[config.mk]
export PLATFORM = sky130hd
export DESIGN_NAME = sbs_ctrl
export DESIGN_NICKNAME = d
export VERILOG_FILES = /design/src/rtl/sbs_pkg.sv /design/src/rtl/sbs_ctrl.sv
export SDC_FILE = /design/constraint.sdc
export NUM_CORES = 1
export LEC_CHECK = 0
export BUFFER_PORTS_ARGS = -buffer_cell sky130_fd_sc_hd__buf_2
export CORE_MARGIN = 2
export CORE_UTILIZATION = 52
export CTS_BUF_LIST = sky130_fd_sc_hd__clkbuf_8 sky130_fd_sc_hd__clkbuf_16
export CTS_CLUSTER_DIAMETER = 100
export DETAILED_ROUTE_END_ITERATION = 7
export GPL_TIMING_DRIVEN = 0
export HOLD_SLACK_MARGIN = 0.03
export MAX_ROUTING_LAYER = met4
export PLACE_DENSITY = 0.82
export SLEW_MARGIN = 25
export SYNTH_ARGS = -nofsm -noshare
export SYNTH_HDL_FRONTEND = slang
export SYNTH_SLANG_ARGS = --single-unit
[constraint.sdc]
create_clock -name clk -period 1.9 [get_ports clk]
set_clock_uncertainty 0.2 [all_clocks]
set_input_delay 0.285 -clock clk [delete_from_list [all_inputs] [get_ports clk]]
set_output_delay 0.285 -clock clk [all_outputs]
set_load 0.01 [all_outputs]
[src/rtl/sbs_pkg.sv]
// shared types, constants and a helper function for the spectrum bar smoother
package sbs_pkg;

	localparam int NUM_BARS = 256;
	localparam int BIN_W    = $clog2(NUM_BARS);
	localparam int MAG_W    = 16;
	localparam int DH_W     = 12;
	localparam int HGT_W    = 16;
	localparam int OUT_H_W  = 15;
	localparam int WGT_W    = $clog2(3200 * NUM_BARS + 1);
	localparam int E_W      = MAG_W + WGT_W;
	localparam int X_W      = E_W + 1;
	localparam int P_W      = $clog2(X_W);
	localparam int LG_W     = P_W + 16;
	localparam int SQ_CNT_W = 4;

	localparam logic [DH_W-1:0]  DH_RESET  = DH_W'(480);
	localparam logic [29:0]      KQ        = 30'd687813427;
	localparam logic [18:0]      SC        = 19'd513137;
	localparam logic [18:0]      RECIP3    = 19'd349526;
	localparam logic [15:0]      BIN_WGT   = 16'd3200;
	localparam logic [OUT_H_W-1:0] HMAX    = '1;
	localparam int               KQ_P      = 29;

	// log2 in Q.16, truncated, same squaring scheme as the datapath
	function automatic logic [LG_W-1:0] lg_const(input logic [63:0] x);
		logic [63:0] m;
		logic [15:0] frac;
		int          p;
		p = 0;
		frac = '0;
		for (int i = 0; i < 64; i++) begin
			if ((x >> i) != 64'd0) p = i;
		end
		if (p >= 30) m = x >> (p - 30);
		else m = x << (30 - p);
		for (int k = 15; k >= 0; k--) begin
			m = (m * m) >> 30;
			if (m >= (64'd2 << 30)) begin
				m = m >> 1;
				frac[k] = 1'b1;
			end
		end
		return {P_W'(p), frac};
	endfunction

	localparam logic [LG_W-1:0] L0 = lg_const(64'(KQ));

	typedef enum logic [7:0] {
		ST_IDLE = 8'b0000_0001,
		ST_PROD = 8'b0000_0010,
		ST_NORM = 8'b0000_0100,
		ST_SQ   = 8'b0000_1000,
		ST_Y1   = 8'b0001_0000,
		ST_Y2   = 8'b0010_0000,
		ST_SUM  = 8'b0100_0000,
		ST_FIN  = 8'b1000_0000
	} sbs_state_t;

	typedef struct packed {
		logic accept;
		logic prod;
		logic norm;
		logic sq;
		logic y1;
		logic y2;
		logic sum;
		logic fin;
	} sbs_cmd_t;

	typedef struct packed {
		logic out_busy;
	} sbs_stat_t;

endpackage

[src/rtl/sbs_ctrl.sv]
// sequencing state machine for the bar smoother
module sbs_ctrl (
	input  logic              clk,
	input  logic              arst_n,
	input  logic              in_valid,
	output logic              in_ready,
	input  sbs_pkg::sbs_stat_t stat,
	output sbs_pkg::sbs_cmd_t  cmd
);
	import sbs_pkg::*;

	sbs_state_t          state_q, state_d;
	logic [SQ_CNT_W-1:0] cnt_q;

	assign in_ready = (state_q == ST_IDLE);

	always_comb begin
		state_d = state_q;
		cmd = '0;
		unique case (state_q)
			ST_IDLE: begin
				if (in_valid) begin
					cmd.accept = 1'b1;
					state_d = ST_PROD;
				end
			end
			ST_PROD: begin
				cmd.prod = 1'b1;
				state_d = ST_NORM;
			end
			ST_NORM: begin
				cmd.norm = 1'b1;
				state_d = ST_SQ;
			end
			ST_SQ: begin
				cmd.sq = 1'b1;
				if (cnt_q == '1) state_d = ST_Y1;
			end
			ST_Y1: begin
				cmd.y1 = 1'b1;
				state_d = ST_Y2;
			end
			ST_Y2: begin
				cmd.y2 = 1'b1;
				state_d = ST_SUM;
			end
			ST_SUM: begin
				cmd.sum = 1'b1;
				state_d = ST_FIN;
			end
			ST_FIN: begin
				if (!stat.out_busy) begin
					cmd.fin = 1'b1;
					state_d = ST_IDLE;
				end
			end
			default: state_d = ST_IDLE;
		endcase
	end

	always_ff @(posedge clk or negedge arst_n) begin
		if (!arst_n) begin
			state_q <= ST_IDLE;
			cnt_q <= '0;
		end else begin
			state_q <= state_d;
			if (state_q == ST_SQ) cnt_q <= cnt_q + 1'b1;
			else cnt_q <= '0;
		end
	end
endmodule

==> flow_metrics.tcl <==
set metrics [dict create \
    outcome "complete, but fails checks" \
    violations "setup timing" \
    dieWidth_um 40.4 \
    final_common_cell "buf_4" \
    ys_seq_elements 12 \
    grt_max_degree 13 \
    hp-start "in_valid" \
    place_ws_ns -0.0471 \
    num_vias 656 \
    ys_warn_count 0 \
    grt_pass1_wl_mm 2.61 \
    cp_cell_sequence "nor4_4, and2b_1, and3_4, and2_1, buf_2" \
    cts_tree "yes" \
    grt_pass1_vias 596 \
    root_buffer "clkbuf_8" \
    dr.pass1.iters 3 \
    syn_inst 70 \
    syn_avg_cell_area_um2 9.83 \
    vias_per_cell 5.61 \
    clk_path_buf_depth 2 \
    crit_type "reg2out" \
    drc_errors 0 \
    clock.fmax_mhz 483 \
    synth_cell_type_count 29 \
    final_util_pct 81.3 \
    yosysSeqAreaShare_pct 43.8 \
    end_kind "primary output" \
    start_util_pct 54.2 \
    crit_path_max_fanout 3 \
    boundaryPins 13 \
    port_buffers 12 \
    finalWeightedCongestion 0.811 \
    critPathArrivalTime_ns 1.59 \
    cts_buffers 3 \
    routed_wl_mm 1.70 \
    ant_nets 0 \
    path_buf_inv 1 \
    clock_latency_ns 0.24 \
    drive_above_1_share_pct 51.0 \
    cp_slowest_cell "dfrtp_2" \
    hold_depth 2 \
    die_h_um 40.4 \
    clk_pin_slew_worst_paths_ns 0.05 \
    coreArea_um2 1270 \
    drt_iter0_drc 10 \
    hold_path.class "in2reg" \
    r2r_start "state_q[7]$_DFFE_PN0P_" \
    nets 108 \
    antenna_found_initial 0 \
    drv_cap 0 \
    vdd_ir_drop_max_mv 0.796 \
    hold_violations 0 \
    tightest_slew_ns 0.293 \
    whs_endpoint "state_q[1]$_DFFE_PN0P_" \
    rsz0062_at_grt "yes" \
    slew_headroom_pct 80.4 \
    grt_overflow_total 0 \
    r2r_cells 8 \
    dp_hpwl_um 950 \
    clock_sinks 12 \
    syn_nets 75 \
    power_density_nw_per_um2 1230 \
    crit_family "simple AND/OR/NAND/NOR gates" \
    syn_area_um2 688 \
    dp.cells 97 \
    crit_path_start_kind "register" \
    finalNonFillerCells 117 \
    syn2layout_area_growth_pct 49.8 \
    final_cell_mix "15 x buf_4, 9 x nor2_1, 9 x buf_2, 6 x dfrtp_1, 6 x buf_6" \
    period_share_pct 109 \
    wl_per_cell_um 14.5 \
    period_needed_ns 2.07 \
    p_leak_nw 0.471 \
    globalRouteTotalUtil_pct 25.4 \
    setup_viol_count_final 8 \
    regToRegSetupSlack_ns 0.16 \
    row_count 13 \
    ctsHtreeMaxLevel 1 \
    r2r-end "state_q[0]$_DFFE_PN1P_" \
    cpPeakStageDelay_ns 0.42 \
    die_area_um2 1630 \
    cp.required_ns 1.41 \
    drv_slew 0 \
    diodes 0 \
    fin_ws_ns -0.172 \
]
## routing by layer
metal,track usage (%),up-vias,routed length (um)
li1,-,312,-
met1,29.2,323,687
met2,42.9,19,941
met3,8.33,2,66
met4,5.00,0,5
met5,-,-,0
## Yosys cell counts
cell type   n  share of area (%)
nor4_1      1               0.91
nor3b_1     2                2.2
nor3_1      4                2.9
inv_1       2                1.1
nand2_1     3                1.6
dfstp_2     1                3.8
nand3b_1    2                2.2
or3_1       1               0.91
o21ai_0     1               0.73
nand4b_1    1                1.3
a31oi_1     1               0.91
or2b_1      1                1.1
o211ai_1    1                1.1
o31ai_1     1                1.1
a21oi_1     2                1.5
nor4_4      2                6.2
and2_1      3                2.7
buf_2       3                2.2
nand3_1     4                2.9
and2b_1     1                1.1
xor2_1      1                1.3
nand2b_1    2                1.8
xnor2_1     2                2.5
nor4b_1     3                3.8
and3_4      1                1.6
and4b_2     2                3.3
nor2_1     10                5.5
dfrtp_1    11                 40
ha_1        1                1.8
## flip-flops by register name, indices dropped and copies added (netlist names)
name	flops
cnt_q	4
state_q	8
## how the worst max path moves through the flow
| stage | startpoint | end | cells past startpoint |
|---|---|---|---|
| floorplan | state_q[5]$_DFFE_PN0P_ | cmd[0] | 4 |
| global placement | state_q[7]$_DFFE_PN0P_ | cmd[7] | 5 |
| global route | state_q[7]$_DFFE_PN0P_ | cmd[7] | 5 |
| finish | state_q[7]$_DFFE_PN0P_ | cmd[7] | 5 |
| detailed placement | state_q[7]$_DFFE_PN0P_ | cmd[7] | 5 |
| CTS | state_q[7]$_DFFE_PN0P_ | cmd[7] | 5 |
## stage by stage
stage | hold slack (ns) | setup TNS (ns) | total power [mW] | area [um2]
after floorplan | -0.211 | 0 | 0.627 | 688
after global placement | -0.0310 | -0.0127 | 0.706 | 767
after detailed placement | -0.0288 | -0.0471 | 0.722 | 767
after CTS | 0.0869 | -0.781 | 1.13 | 945
after global routing | 0.0887 | -1.66 | 1.34 | 1030
final | 0.0857 | -0.847 | 1.27 | 1030
## cells by family after synthesis
kind of cell	synth area share, %
AOI/OAI and AO/OA	5.27
xor gates and xnor gates	3.82
adders and majority gates	1.82
buffers and inverters	3.27
DFF	43.8
and+or+nand+nor	42.0
## final cells by class
type,count,area [um2]
multi-input cells,53,407
well taps,15,18.8
flip-flops and latches,12,308
inverters,2,7.51
fillers,73,238
clock buffers,4,55.1
plain buffers,1,5.00
repair buffers,30,230
## where the power goes
group	leakage [nW]	internal, mW	switching, mW	total [mW]
Clock	0.0288	0.183	0.0872	0.270
Sequential	0.155	0.300	0.0587	0.358
Combinational	0.287	0.362	0.279	0.640
## worst reg2reg max path: cells and delay by family, from the launching register on
kind / cells / cell delay (ns)
simple gates: 3 / 0.51
buf+inv: 4 / 0.45
flops: 1 / 0.42
compound gates: 1 / 0.07
## what timing repair did
item,in CTS,in global routing
endpoints found under the setup margin,9,9
buffers inserted,11,6
hold buffers,1,0
gates resized for setup,12,9
hold endpoints to repair,12,0
pin swaps,7,3
Note: power is estimated with default switching activity, not from simulation.
